===== config.mk =====
export PLATFORM = sky130hd
export DESIGN_NAME = packet_header_match_rewrite_unit
export DESIGN_NICKNAME = d
export VERILOG_FILES = /design/src/rtl/phmr_pkg.sv /design/src/rtl/phmr_cfg_regs.sv /design/src/rtl/phmr_rewrite.sv /design/src/rtl/phmr_csum.sv /design/src/rtl/packet_header_match_rewrite_unit.sv
export SDC_FILE = /design/constraint.sdc
export NUM_CORES = 1
export LEC_CHECK = 0
export ABC_CLOCK_PERIOD_IN_PS = 22200
export BUFFER_PORTS_ARGS = -buffer_cell sky130_fd_sc_hd__buf_4
export CORE_MARGIN = 4
export CORE_UTILIZATION = 27
export DETAILED_ROUTE_END_ITERATION = 6
export HOLD_SLACK_MARGIN = 0.05
export PLACE_DENSITY = 0.48
export SYNTH_ARGS = -nofsm -noshare
export SYNTH_HDL_FRONTEND = slang
export SYNTH_SLANG_ARGS = --single-unit

===== constraint.sdc =====
create_clock -name clk -period 22.2 [get_ports clk]
set_input_delay 4.44 -clock clk [delete_from_list [all_inputs] [get_ports clk]]
set_output_delay 4.44 -clock clk [all_outputs]
set_load 0.1 [all_outputs]

===== src/rtl/phmr_pkg.sv =====
// Package with the beat types, configuration types and protocol constants of the header unit.
`default_nettype none

package phmr_pkg;

    localparam logic [7:0]  PROTO_TCP     = 8'h06;
    localparam logic [7:0]  PROTO_UDP     = 8'h11;
    localparam logic [15:0] IP_FIRST_WORD = 16'h4500;
    localparam logic [15:0] UDP_HDR_LEN   = 16'd8;

    localparam int CFG_NUM_REGS  = 8;
    localparam int CFG_IDX_W     = 3;
    localparam int CFG_DATA_W    = 64;

    localparam logic [CFG_IDX_W-1:0] CFG_MODE        = 3'd0;
    localparam logic [CFG_IDX_W-1:0] CFG_MATCH_MAC1  = 3'd1;
    localparam logic [CFG_IDX_W-1:0] CFG_MATCH_MAC2  = 3'd2;
    localparam logic [CFG_IDX_W-1:0] CFG_MATCH_IP    = 3'd3;
    localparam logic [CFG_IDX_W-1:0] CFG_REWR_MAC1   = 3'd4;
    localparam logic [CFG_IDX_W-1:0] CFG_REWR_MAC2   = 3'd5;
    localparam logic [CFG_IDX_W-1:0] CFG_REWR_IP     = 3'd6;
    localparam logic [CFG_IDX_W-1:0] CFG_PORT_PAIRS  = 3'd7;

    // Field positions inside the enable masks: first MAC, second MAC,
    // source IP, destination IP, source port, destination port.
    localparam int FLD_MAC1  = 0;
    localparam int FLD_MAC2  = 1;
    localparam int FLD_SIP   = 2;
    localparam int FLD_DIP   = 3;
    localparam int FLD_SPORT = 4;
    localparam int FLD_DPORT = 5;
    localparam int FLD_NUM   = 6;

    typedef struct packed {
        logic [47:0] mac_first;
        logic [47:0] mac_second;
        logic [15:0] ip_total_length;
        logic [15:0] ip_ident;
        logic [15:0] ip_flags_fragment;
        logic [7:0]  ip_ttl;
        logic [7:0]  ip_protocol;
        logic [31:0] src_ip;
        logic [31:0] dst_ip;
        logic [15:0] src_port;
        logic [15:0] dst_port;
    } hdr_t;

    typedef struct packed {
        logic        accept;
        logic [47:0] out_mac_first;
        logic [47:0] out_mac_second;
        logic [31:0] out_src_ip;
        logic [31:0] out_dst_ip;
        logic [15:0] out_src_port;
        logic [15:0] out_dst_port;
        logic [15:0] ip_checksum;
        logic [15:0] udp_checksum;
        logic        udp_checksum_valid;
    } res_t;

    typedef struct packed {
        logic               udp_mode;
        logic [FLD_NUM-1:0] match_en;
        logic [FLD_NUM-1:0] rewrite_en;
        logic [47:0]        match_mac1;
        logic [47:0]        match_mac2;
        logic [31:0]        match_sip;
        logic [31:0]        match_dip;
        logic [15:0]        match_sport;
        logic [15:0]        match_dport;
        logic [47:0]        rewr_mac1;
        logic [47:0]        rewr_mac2;
        logic [31:0]        rewr_sip;
        logic [31:0]        rewr_dip;
        logic [15:0]        rewr_sport;
        logic [15:0]        rewr_dport;
    } cfg_t;

endpackage

`default_nettype wire


===== src/rtl/phmr_cfg_regs.sv =====
// Configuration register file of the header unit.
`default_nettype none

module phmr_cfg_regs
    import phmr_pkg::*;
(
    input  wire logic                  clk,
    input  wire logic                  rst_n,
    input  wire logic                  cfg_write,
    input  wire logic [CFG_IDX_W-1:0]  cfg_index,
    input  wire logic [CFG_DATA_W-1:0] cfg_data,
    output cfg_t                       cfg
);

    logic [12:0] mode_reg;
    logic [47:0] match_mac1_reg;
    logic [47:0] match_mac2_reg;
    logic [63:0] match_ip_reg;
    logic [47:0] rewr_mac1_reg;
    logic [47:0] rewr_mac2_reg;
    logic [63:0] rewr_ip_reg;
    logic [63:0] ports_reg;

    always_ff @(posedge clk or negedge rst_n)
    begin
        if (!rst_n)
        begin
            mode_reg       <= '0;
            match_mac1_reg <= '0;
            match_mac2_reg <= '0;
            match_ip_reg   <= '0;
            rewr_mac1_reg  <= '0;
            rewr_mac2_reg  <= '0;
            rewr_ip_reg    <= '0;
            ports_reg      <= '0;
        end
        else if (cfg_write)
        begin
            unique case (cfg_index)
                CFG_MODE:       mode_reg       <= cfg_data[12:0];
                CFG_MATCH_MAC1: match_mac1_reg <= cfg_data[47:0];
                CFG_MATCH_MAC2: match_mac2_reg <= cfg_data[47:0];
                CFG_MATCH_IP:   match_ip_reg   <= cfg_data;
                CFG_REWR_MAC1:  rewr_mac1_reg  <= cfg_data[47:0];
                CFG_REWR_MAC2:  rewr_mac2_reg  <= cfg_data[47:0];
                CFG_REWR_IP:    rewr_ip_reg    <= cfg_data;
                CFG_PORT_PAIRS: ports_reg      <= cfg_data;
                default:        ;
            endcase
        end
    end

    always_comb
    begin
        cfg.udp_mode    = mode_reg[0];
        cfg.match_en    = mode_reg[6:1];
        cfg.rewrite_en  = mode_reg[12:7];
        cfg.match_mac1  = match_mac1_reg;
        cfg.match_mac2  = match_mac2_reg;
        cfg.match_sip   = match_ip_reg[63:32];
        cfg.match_dip   = match_ip_reg[31:0];
        cfg.match_sport = ports_reg[63:48];
        cfg.match_dport = ports_reg[47:32];
        cfg.rewr_mac1   = rewr_mac1_reg;
        cfg.rewr_mac2   = rewr_mac2_reg;
        cfg.rewr_sip    = rewr_ip_reg[63:32];
        cfg.rewr_dip    = rewr_ip_reg[31:0];
        cfg.rewr_sport  = ports_reg[31:16];
        cfg.rewr_dport  = ports_reg[15:0];
    end

endmodule

`default_nettype wire


===== src/rtl/phmr_rewrite.sv =====
// Match compare and field rewrite logic of the header unit.
`default_nettype none

module phmr_rewrite
    import phmr_pkg::*;
(
    input  wire cfg_t  cfg,
    input  wire hdr_t  hdr,
    output logic       ok,
    output hdr_t       hdr_out
);

    logic [FLD_NUM-1:0] equal;
    logic [7:0]         want_proto;
    logic [FLD_NUM-1:0] apply;

    always_comb
    begin
        want_proto       = cfg.udp_mode ? PROTO_UDP : PROTO_TCP;
        equal[FLD_MAC1]  = hdr.mac_first  == cfg.match_mac1;
        equal[FLD_MAC2]  = hdr.mac_second == cfg.match_mac2;
        equal[FLD_SIP]   = hdr.src_ip     == cfg.match_sip;
        equal[FLD_DIP]   = hdr.dst_ip     == cfg.match_dip;
        equal[FLD_SPORT] = hdr.src_port   == cfg.match_sport;
        equal[FLD_DPORT] = hdr.dst_port   == cfg.match_dport;

        // A field that is not enabled for matching always passes.
        ok    = (hdr.ip_protocol == want_proto) && (&(equal | ~cfg.match_en));
        apply = ok ? cfg.rewrite_en : '0;

        hdr_out            = hdr;
        if (apply[FLD_MAC1])
        begin
            hdr_out.mac_first = cfg.rewr_mac1;
        end
        if (apply[FLD_MAC2])
        begin
            hdr_out.mac_second = cfg.rewr_mac2;
        end
        if (apply[FLD_SIP])
        begin
            hdr_out.src_ip = cfg.rewr_sip;
        end
        if (apply[FLD_DIP])
        begin
            hdr_out.dst_ip = cfg.rewr_dip;
        end
        if (apply[FLD_SPORT])
        begin
            hdr_out.src_port = cfg.rewr_sport;
        end
        if (apply[FLD_DPORT])
        begin
            hdr_out.dst_port = cfg.rewr_dport;
        end
    end

endmodule

`default_nettype wire


===== src/rtl/phmr_csum.sv =====
// Ones-complement checksum logic for the IPv4 header and the UDP header.
`default_nettype none

module phmr_csum
    import phmr_pkg::*;
(
    input  wire logic  ok,
    input  wire logic  udp_mode,
    input  wire hdr_t  hdr,
    output logic [15:0] ip_checksum,
    output logic [15:0] udp_checksum,
    output logic        udp_checksum_valid
);

    // At most nine 16-bit words are summed, so 20 bits hold the total
    // and two end-around folds bring it back to 16 bits.
    function automatic logic [15:0] fold16(input logic [19:0] s);
        logic [16:0] f1;
        logic [16:0] f2;
        f1 = {1'b0, s[15:0]} + {13'd0, s[19:16]};
        f2 = {1'b0, f1[15:0]} + {16'd0, f1[16]};
        return f2[15:0];
    endfunction

    logic [19:0] addr_sum;
    logic [19:0] ip_sum;
    logic [19:0] udp_sum;
    logic [15:0] udp_raw;

    always_comb
    begin
        addr_sum = {4'd0, hdr.src_ip[31:16]} + {4'd0, hdr.src_ip[15:0]}
                 + {4'd0, hdr.dst_ip[31:16]} + {4'd0, hdr.dst_ip[15:0]};
        ip_sum   = addr_sum + {4'd0, IP_FIRST_WORD} + {4'd0, hdr.ip_total_length}
                 + {4'd0, hdr.ip_ident} + {4'd0, hdr.ip_flags_fragment}
                 + {4'd0, hdr.ip_ttl, hdr.ip_protocol};
        // Pseudo-header protocol and length, the two ports and the UDP length.
        udp_sum  = addr_sum + {12'd0, PROTO_UDP} + {4'd0, UDP_HDR_LEN}
                 + {4'd0, hdr.src_port} + {4'd0, hdr.dst_port} + {4'd0, UDP_HDR_LEN};
        udp_raw  = ~fold16(udp_sum);

        ip_checksum        = ok ? ~fold16(ip_sum) : '0;
        udp_checksum_valid = ok && udp_mode;
        if (!udp_checksum_valid)
        begin
            udp_checksum = '0;
        end
        else if (udp_raw == '0)
        begin
            // A computed zero is sent as all ones.
            udp_checksum = 16'hFFFF;
        end
        else
        begin
            udp_checksum = udp_raw;
        end
    end

endmodule

`default_nettype wire


===== src/rtl/packet_header_match_rewrite_unit.sv =====
// Top level of the Ethernet/IPv4 header match, rewrite and checksum unit.
//
// Usage:
// The unit takes one header beat on hdr at every rising edge where start is
// high and busy is low. busy is held low: a new header may be offered in
// every cycle, so the unit runs at one header per clock.
// Each header yields exactly one result beat on res, marked by done, which
// is high for a single cycle. The receiver has no way to stall it and must
// take the beat in that cycle.
// Pipeline: a header accepted at a rising edge is captured in the input register;
// the match, rewrite and both checksums are computed from that register and
// land in the result register, where done marks them. The depth is set by the
// two register ranks around the single combinational pass.
// Configuration: cfg_write, cfg_index and cfg_data write one of eight
// registers; indexes follow the register list in the package.
// Registers must only be written while no header is in flight.
// Reset: rst_n clears all configuration registers to zero and drops the
// beat valid flags, so no done strobe appears until a new header arrives.
`default_nettype none

module packet_header_match_rewrite_unit
    import phmr_pkg::*;
(
    input  wire logic                  clk,
    input  wire logic                  rst_n,
    input  wire logic                  start,
    output logic                       busy,
    input  wire hdr_t                  hdr,
    output logic                       done,
    output res_t                       res,
    input  wire logic                  cfg_write,
    input  wire logic [CFG_IDX_W-1:0]  cfg_index,
    input  wire logic [CFG_DATA_W-1:0] cfg_data
);

    cfg_t  cfg;
    hdr_t  hdr_reg;
    logic  in_valid_reg;
    logic  out_valid_reg;
    res_t  res_reg;
    res_t  res_next;
    logic  ok;
    hdr_t  hdr_rw;
    logic [15:0] ip_ck;
    logic [15:0] udp_ck;
    logic        udp_ck_valid;

    phmr_cfg_regs u_cfg (
        .clk       (clk),
        .rst_n     (rst_n),
        .cfg_write (cfg_write),
        .cfg_index (cfg_index),
        .cfg_data  (cfg_data),
        .cfg       (cfg)
    );

    // The pipeline never stalls, so the unit is always ready.
    assign busy = 1'b0;

    always_ff @(posedge clk or negedge rst_n)
    begin
        if (!rst_n)
        begin
            in_valid_reg  <= 1'b0;
            out_valid_reg <= 1'b0;
        end
        else
        begin
            in_valid_reg  <= start;
            out_valid_reg <= in_valid_reg;
        end
    end

    // Payload registers carry no reset; the valid flags qualify them.
    always_ff @(posedge clk)
    begin
        if (start)
        begin
            hdr_reg <= hdr;
        end
        if (in_valid_reg)
        begin
            res_reg <= res_next;
        end
    end

    phmr_rewrite u_rewrite (
        .cfg     (cfg),
        .hdr     (hdr_reg),
        .ok      (ok),
        .hdr_out (hdr_rw)
    );

    phmr_csum u_csum (
        .ok                 (ok),
        .udp_mode           (cfg.udp_mode),
        .hdr                (hdr_rw),
        .ip_checksum        (ip_ck),
        .udp_checksum       (udp_ck),
        .udp_checksum_valid (udp_ck_valid)
    );

    always_comb
    begin
        res_next.accept             = ok;
        res_next.out_mac_first      = hdr_rw.mac_first;
        res_next.out_mac_second     = hdr_rw.mac_second;
        res_next.out_src_ip         = hdr_rw.src_ip;
        res_next.out_dst_ip         = hdr_rw.dst_ip;
        res_next.out_src_port       = hdr_rw.src_port;
        res_next.out_dst_port       = hdr_rw.dst_port;
        res_next.ip_checksum        = ip_ck;
        res_next.udp_checksum       = udp_ck;
        res_next.udp_checksum_valid = udp_ck_valid;
    end

    assign done = out_valid_reg;
    assign res  = res_reg;

endmodule

`default_nettype wire


* Yosys cells after proc, flatten, opt, wreduce, memory -nomap -nowiden
Cells that the tools add are included.
Widths: inputs -> output; s select.
** Word-level totals
- Register bits :: 881
- Input bits :: 327
- Output and inout port bits :: 228
- Word-level logic and storage cells :: 88
** Cells by class
- $add $sub $neg :: 17
- Eq/ne operators :: 14
- Mux-type cells :: 9
- Bitwise logic cells :: 4
- Reductions and logical operators :: 13
** Operator list (number)
- $add 20x16->20 :: 8
- $eq 48x48->1 :: 2
- $mux 48 :: 2
- $eq 32x32->1 :: 2
- $mux 32 :: 2
- $mux 16 :: 3
- $add 20x4->20 const B :: 2
- $add 16x4->17 :: 2
- $add 16x1->16 :: 2
- $eq 16x16->1 :: 2
- $not 16->16 :: 2
- $add 20x15->20 const B :: 1
- $add 20x5->20 const B :: 1
- $add 16x16->17 :: 1
- $logic_not 16->1 :: 1
- $reduce_and 2->1 :: 8
- $eq 3x3->1 const B :: 4
- $eq 8x8->1 :: 1
- $eq 3x2->1 const B :: 2
- $mux 6 :: 1
- $not 6->6 :: 1
- $or 6x6->6 :: 1
- $reduce_and 6->1 :: 1
- $mux 5 :: 1
- other kinds (3) :: 4

* Logic depth before layout (Yosys ltp)
Gate-level depths: netlist (run 1).
- Depth after elaboration :: 19
- Depth in mapped cells :: 60
- Gate-level depth less buffers :: 57

* By module
Synthesis (run 1) repeated with hierarchy kept, for this count alone.
** Second synthesis, totals
- Cell total of the unflattened synthesis :: 2741
- Area, all modules :: 41478.5 um2
** Modules (own cells, without submodules)
- phmr_cfg_regs :: instances 1, cells an instance 843, area each 14835.5 um2, sequential area each 9934.5 um2
- packet_header_match_rewrite_unit :: instances 1, cells an instance 486, area each 14535.2 um2, sequential area each 14523.9 um2
- phmr_csum :: instances 1, cells an instance 859, area each 7060.5 um2, sequential area each 0.0 um2
- phmr_rewrite :: instances 1, cells an instance 553, area each 5047.3 um2, sequential area each 0.0 um2

* Least setup slack after synthesis (run 1)
No wires, ideal clock.
- Path kind :: register to register
- From :: register hdr_reg[97] (netlist name)
- To :: register res_reg (netlist bit res[1]) (data pin)
- Library setup time :: 0.147 ns
- Arrival time :: 12.379 ns
- Required time :: 22.053 ns
- Setup slack :: 9.674 ns
- Stages on the path, launching flop included :: 59
- Path buffers :: 3
- Clock period less this slack :: 12.526 ns
- Path through :: edfxtp_1 -> or4b_2 -> a21oi_1 -> o2111ai_1 -> nand3b_1 -> nor2_1 -> buf_2 -> buf_1 -> mux2i_1 -> inv_1 -> ha_1 -> a21o_1 -> a21oi_1 -> nor2_1 -> mux2_2 -> a211o_1 -> a21o_1 -> a21oi_1 -> (+23 left out) -> fa_1 -> nand2b_1 -> nand2b_1 -> nand3_1 -> nor2_1 -> nand4b_1 -> nor4b_1 -> ha_1 -> ha_1 -> nand2_1 -> nor3_2 -> a21boi_2 -> xnor3_1 -> nor4_1 -> o2111ai_1 -> a2111oi_4 -> buf_6 -> o21bai_1
** RTL lines
- from (decl) :: line packet_header_match_rewrite_unit.sv:37 : hdr_t hdr_reg;
- from (signal assigned) :: line packet_header_match_rewrite_unit.sv:79 : hdr_reg <= hdr;
- to (signal assigned) :: line packet_header_match_rewrite_unit.sv:83 : res_reg <= res_next;
- to (decl) :: line packet_header_match_rewrite_unit.sv:40 : res_t res_reg;

==> impl_metrics.py, run 1 <==
metrics = {
    "status": {
        "status": "finished, final reports clean",
    },
    "critical_path": {
        "slowest_delay_ps": 810,
        "cp_slowest_cell": "a2111oi_0",
        "critPathRequiredTime_ps": 22770,
        "worstPathArrival_ps": 15910,
        "end_kind": "flip-flop",
        "critPathTopFamily": "compound AO/OA/AOI/OAI gates",
        "path_common_cell": "ha_1",
        "cp_max_fo": 38,
        "cp-start-kind": "flip-flop",
        "crit_buf_inv": 4,
        "crit_type": "flip-flop to flip-flop",
    },
    "cells_and_area": {
        "mostFrequentLayoutCells": "buf_4, mux2_2, edfxtp_1, dfrtp_1, inv_1",
        "num-fill-cells": 14855,
        "fin_nets": 3906,
        "seq_area_mm2": 0.0245,
        "drive_gt1_frac": 0.382,
        "layout_commonest_cell": "buf_4",
        "largest_reg_flops": 256,
        "multiInputGateArea_mm2": 0.0155,
        "area_delta_synth_final_pct": 25.3,
    },
    "floorplanning": {
        "design.core.area_mm2": 0.150,
        "ioPinCount": 555,
        "die_h_um": 398,
        "start_util": 0.273,
        "die_area_mm2": 0.158,
        "rows": 142,
        "die_w_um": 398,
    },
    "synthesis": {
        "yosysWarnings": 0,
        "synth_flop_cell": "edfxtp_1",
        "synth_nets": 3291,
        "synth_cells": 2767,
        "synth_area_mm2": 0.0411,
        "ys_seq_area_frac": 0.596,
        "avgSynthCellArea_um2": 14.8,
        "ys_ff_latch": 881,
        "synth_enable_flop_cells": 482,
        "async_reset_ff_frac": 0.453,
        "synth_cell_type_count": 81,
    },
    "global_route": {
        "antenna_found_initial": 34,
        "use_met3": 0.0449,
        "busiest_layer": "met2",
        "grt_pass1_vias": 25941,
        "grt_usage": 0.184,
        "met2_usage": 0.290,
        "overflow": 0,
        "use_met1": 0.248,
        "grt_max_degree": 151,
        "grt_pass1_wl_mm": 204,
    },
    "placement": {
        "routabilityCongestion": 0.863,
        "numPortBuffers": 553,
        "dpl.hpwl_mm": 114,
    },
    "detailed_routing": {
        "dr.pass1.iters": 5,
        "vias_per_cell": 4.52,
        "initialDrtViolationCount": 1536,
        "drc": 0,
        "wl_per_cell_um": 27.0,
        "wl_mm": 149,
        "ant_nets": 0,
        "num_vias": 24927,
    },
    "clock_network": {
        "cts-resized-gates": 0,
        "cts-root-buf": "clkbuf_16",
        "post_cts_buffers": 0,
        "clk_path_buf_depth": 3,
        "path_clk_slew_ps": 60,
        "hold_buffers": 0,
        "clock_latency_ps": 730,
        "tritoncts": "built",
        "cts.htree.levels": 3,
        "numCtsBuffers": 106,
        "clkSinkCount": 881,
    },
    "timing": {
        "fin_crit_ps": 15340,
        "min_period_over_period": 0.691,
        "fmax_mhz": 65.2,
        "maxSlewHeadroom": 0.295,
        "setup_viol": 0,
        "whs_ps": 501,
        "setup-tns-final_ps": 0,
        "rsz0062_at_grt": "false",
        "report.final.slew_viol_count": 0,
        "final_hold_viol_count": 0,
        "finClkSkew_ps": 42.9,
        "worst_pin_slew_ps": 1060,
    },
    "min_path": {
        "hold_class": "flip-flop to flip-flop",
    },
    "job": {
        "cap_violations": 0,
    },
}
-- synth_stat cells (24+ instances only) --
library cell | instances | area share
mux2_2 | 546 | 0.15
edfxtp_1 | 482 | 0.35
dfrtp_1 | 399 | 0.24
inv_1 | 224 | 0.020
xnor2_1 | 186 | 0.040
ha_1 | 113 | 0.034
xor2_1 | 93 | 0.020
fa_1 | 84 | 0.041
clkbuf_1 | 51 | 0.0047
mux2i_1 | 51 | 0.012
a21oi_1 | 49 | 0.0060
nor2_1 | 45 | 0.0041
nand4_1 | 44 | 0.0067
nand2_1 | 42 | 0.0038
nor4_1 | 28 | 0.0043
o21ai_0 | 26 | 0.0032
a21o_1 | 25 | 0.0046
nand3_1 | 24 | 0.0029
nor3_1 | 24 | 0.0029
-- cell type report --
cell class,instances,area share
inverters,224,0.0163
clock buffers,143,0.0573
well taps,2016,0.0490
repair buffers,580,0.0852
clock inverters,58,0.0143
diodes,19,0.000924
multi-input cells,1589,0.301
flip-flops and latches,881,0.476
-- through the flow --
step | instances | util | worst slack [ps] | instance area (um^2)
after floorplan | 2767 | - | 9670 | 41100
after global placement | 5290 | 0.317 | 7130 | 47700
after global routing | 5499 | 0.342 | 5920 | 51400
final | 5510 | 0.342 | 6860 | 51400
after CTS | 5491 | 0.342 | 6820 | 51400
after detailed placement | 5290 | 0.317 | 6910 | 47700
-- layer usage --
layer / wire length [um] / part of all wire / up-vias
li1: - / - / 11274
met1: 64500 / 0.43 / 12781
met2: 69100 / 0.46 / 680
met3: 10800 / 0.072 / 180
met4: 4340 / 0.029 / 12
met5: 78 / 0.00052 / -
-- worst reg2reg max path, delay by kind of cell (launching register included) --
kind / cells / cell delay [ps]
muxes: 2 / 670
adders and majority gates: 9 / 3060
and+or+nand+nor: 18 / 3760
buffers and inverters: 4 / 720
DFF: 1 / 480
xor gates and xnor gates: 4 / 1290
AOI/OAI and AO/OA: 16 / 5220
-- kinds of logic after synthesis --
family / Yosys count / synth area share
AOI/OAI and AO/OA: 211 / 0.0371
buffers and inverters: 297 / 0.0275
muxes: 597 / 0.162
other: 1 / 0.0000913
xor gates and xnor gates: 282 / 0.0610
adders and majority gates: 197 / 0.0754
DFF: 881 / 0.596
and+or+nand+nor: 301 / 0.0411
-- final timing paths --
path	from	to	slack (ps)	depth (start not counted)
setup / recovery	u_cfg.mode_reg[0]$_DFFE_PN0P_	res[5]$_SDFFCE_PN0P_	6860	53
hold / removal	u_cfg.rewr_mac2_reg[4]$_DFFE_PN0P_	u_cfg.rewr_mac2_reg[4]$_DFFE_PN0P_	500	1
setup reg to reg	u_cfg.mode_reg[0]$_DFFE_PN0P_	res[5]$_SDFFCE_PN0P_	6860	53
hold reg to reg	u_cfg.rewr_mac2_reg[4]$_DFFE_PN0P_	u_cfg.rewr_mac2_reg[4]$_DFFE_PN0P_	500	1
max in group asynchronous	rst_n	u_cfg.ports_reg[27]$_DFFE_PN0P_	15280	4
min in group asynchronous	rst_n	u_cfg.match_mac1_reg[0]$_DFFE_PN0P_	3720	1
Power of run 1 is left out: the tool's default activity adds up to more than one toggle a clock period on the data nets, which glitch-free logic cannot reach.
==> inputs of run 2 (changes only) <==
- ABC_CLOCK_PERIOD_IN_PS: 22200 -> 14000
- PLACE_DENSITY: 0.48 -> 0.49
- clock period: 22.2 -> 14 ns (I/O delays scaled with it)
==> run 2 against run 1 <==
Compared with the run above: flip-flop and latch count stayed put; die area unchanged; largest cell class unchanged; maximum frequency rose by 16%; worst setup slack worse by 6100 ps; cell area increased by 0.82%; critical path depth is 3 lower; count of clock-buffer cells in the layout is 2 lower; critical endpoint is now res[25]$_SDFFCE_PP0P_; first-iteration DRC count down 2.6%.
==> impl_metrics.py, run 2 (synthesis gave the netlist of run 1 again) <==
metrics = {
    "timing": {
        "finClkSkew_ps": 52.0,
        "setup-tns-final_ps": 0,
        "worst_pin_slew_ps": 1000,
        "min_period_over_period": 0.944,
        "report.final.slew_viol_count": 0,
        "rsz0062_at_grt": "false",
        "maxSlewHeadroom": 0.313,
        "setup_viol": 0,
        "final_hold_viol_count": 0,
        "fmax_mhz": 75.7,
        "fin_crit_ps": 13210,
    },
    "clock_network": {
        "cts.htree.levels": 3,
        "hold_buffers": 0,
        "path_clk_slew_ps": 60,
        "cts-root-buf": "clkbuf_16",
        "clock_latency_ps": 740,
        "tritoncts": "built",
        "clkSinkCount": 881,
        "numCtsBuffers": 104,
        "clk_path_buf_depth": 3,
    },
    "cells_and_area": {
        "multiInputGateArea_mm2": 0.0157,
        "num-fill-cells": 14833,
        "layout_commonest_cell": "buf_4",
        "largest_reg_flops": 256,
        "drive_gt1_frac": 0.399,
        "area_delta_synth_final_pct": 26.3,
        "seq_area_mm2": 0.0245,
        "mostFrequentLayoutCells": "buf_4, mux2_2, edfxtp_1, dfrtp_1, inv_1",
        "fin_nets": 3949,
    },
    "floorplanning": {
        "rows": 142,
        "die_h_um": 398,
        "die_area_mm2": 0.158,
        "die_w_um": 398,
        "start_util": 0.273,
        "design.core.area_mm2": 0.150,
        "ioPinCount": 555,
    },
    "global_route": {
        "grt_pass1_wl_mm": 203,
        "grt_max_degree": 118,
        "grt_usage": 0.183,
        "overflow": 0,
        "grt_pass1_vias": 25977,
        "antenna_found_initial": 31,
    },
    "placement": {
        "routabilityCongestion": 0.851,
        "dpl.hpwl_mm": 113,
        "numPortBuffers": 553,
    },
    "detailed_routing": {
        "wl_per_cell_um": 26.7,
        "wl_mm": 148,
        "initialDrtViolationCount": 1496,
        "dr.pass1.iters": 5,
        "vias_per_cell": 4.50,
        "drc": 0,
        "ant_nets": 0,
        "num_vias": 24969,
    },
    "job": {
        "cap_violations": 0,
    },
    "critical_path": {
        "cp_max_fo": 30,
        "crit_type": "flip-flop to flip-flop",
        "worstPathArrival_ps": 13670,
        "path_common_cell": "ha_1",
        "cp_slowest_cell": "fa_1",
        "cp-start-kind": "flip-flop",
        "slowest_delay_ps": 550,
        "end_kind": "flip-flop",
        "reg2reg_depth": 50,
        "critPathRequiredTime_ps": 14460,
    },
    "status": {
        "status": "finished, final reports clean",
    },
    "min_path": {
        "hold_depth": 1,
        "hold_class": "flip-flop to flip-flop",
    },
}
run 2: worst paths after layout:
| kind | start | to | slack, ps |
|---|---|---|---|
| max | hdr_reg[42]$_DFFE_PP_ | res[25]$_SDFFCE_PP0P_ | 790 |
| min | u_cfg.mode_reg[11]$_DFFE_PN0P_ | u_cfg.mode_reg[11]$_DFFE_PN0P_ | 500 |
| max reg2reg | hdr_reg[42]$_DFFE_PP_ | res[25]$_SDFFCE_PP0P_ | 790 |
| min reg2reg | u_cfg.mode_reg[11]$_DFFE_PN0P_ | u_cfg.mode_reg[11]$_DFFE_PN0P_ | 500 |
| max in group asynchronous | rst_n | u_cfg.ports_reg[48]$_DFFE_PN0P_ | 9440 |
| min in group asynchronous | rst_n | u_cfg.match_mac1_reg[19]$_DFFE_PN0P_ | 2100 |
run 2: worst max-delay path, delay by kind of cell (launching register included):
kind	cells	cell delay [ps]
adders and majority gates	11	3880
and+or+nand+nor	14	3180
AOI/OAI and AO/OA	13	2990
xor gates and xnor gates	5	1290
buffers and inverters	6	780
DFF	1	430
muxes	1	380
run 2: final cells by class:
type                       count  share of cell area
clock buffer                 141              0.0564
timing repair buffer         625              0.0914
multi-input combinational   1589               0.302
sequential                   881               0.472
tap                         2016              0.0486
antenna                       14            0.000676
inverter                     224              0.0162
clock inverter                55              0.0128
run 2: per-layer routing:
metal | track usage | vias up | wire length (um)
met3 | 0.0389 | 161 | 8720
met4 | 0.0613 | 10 | 4230
met5 | 0 | - | 59
met1 | 0.248 | 12861 | 65600
li1 | - | 11338 | -
met2 | 0.292 | 599 | 69600
run 2: through the flow:
| step | worst slack, ps | area [um^2] | hold WS (ps) | instances | utilization |
|---|---|---|---|---|---|
| after detailed placement | 176 | 48000 | 487 | 5327 | 0.319 |
| after global routing | 0.205 | 51800 | 509 | 5537 | 0.344 |
| after floorplan | 1470 | 41100 | 472 | 2767 | - |
| after global placement | 298 | 48000 | 481 | 5327 | 0.319 |
| after CTS | 72.3 | 51600 | 500 | 5523 | 0.343 |
| final | 787 | 51900 | 498 | 5545 | 0.345 |
run 2: what timing repair did:
action                     4_1_cts  5_1_grt
setup buffers                    0        8
setup endpoints to repair        0       30
gates resized for setup          0       36
Power of run 2 is left out for the same reason.
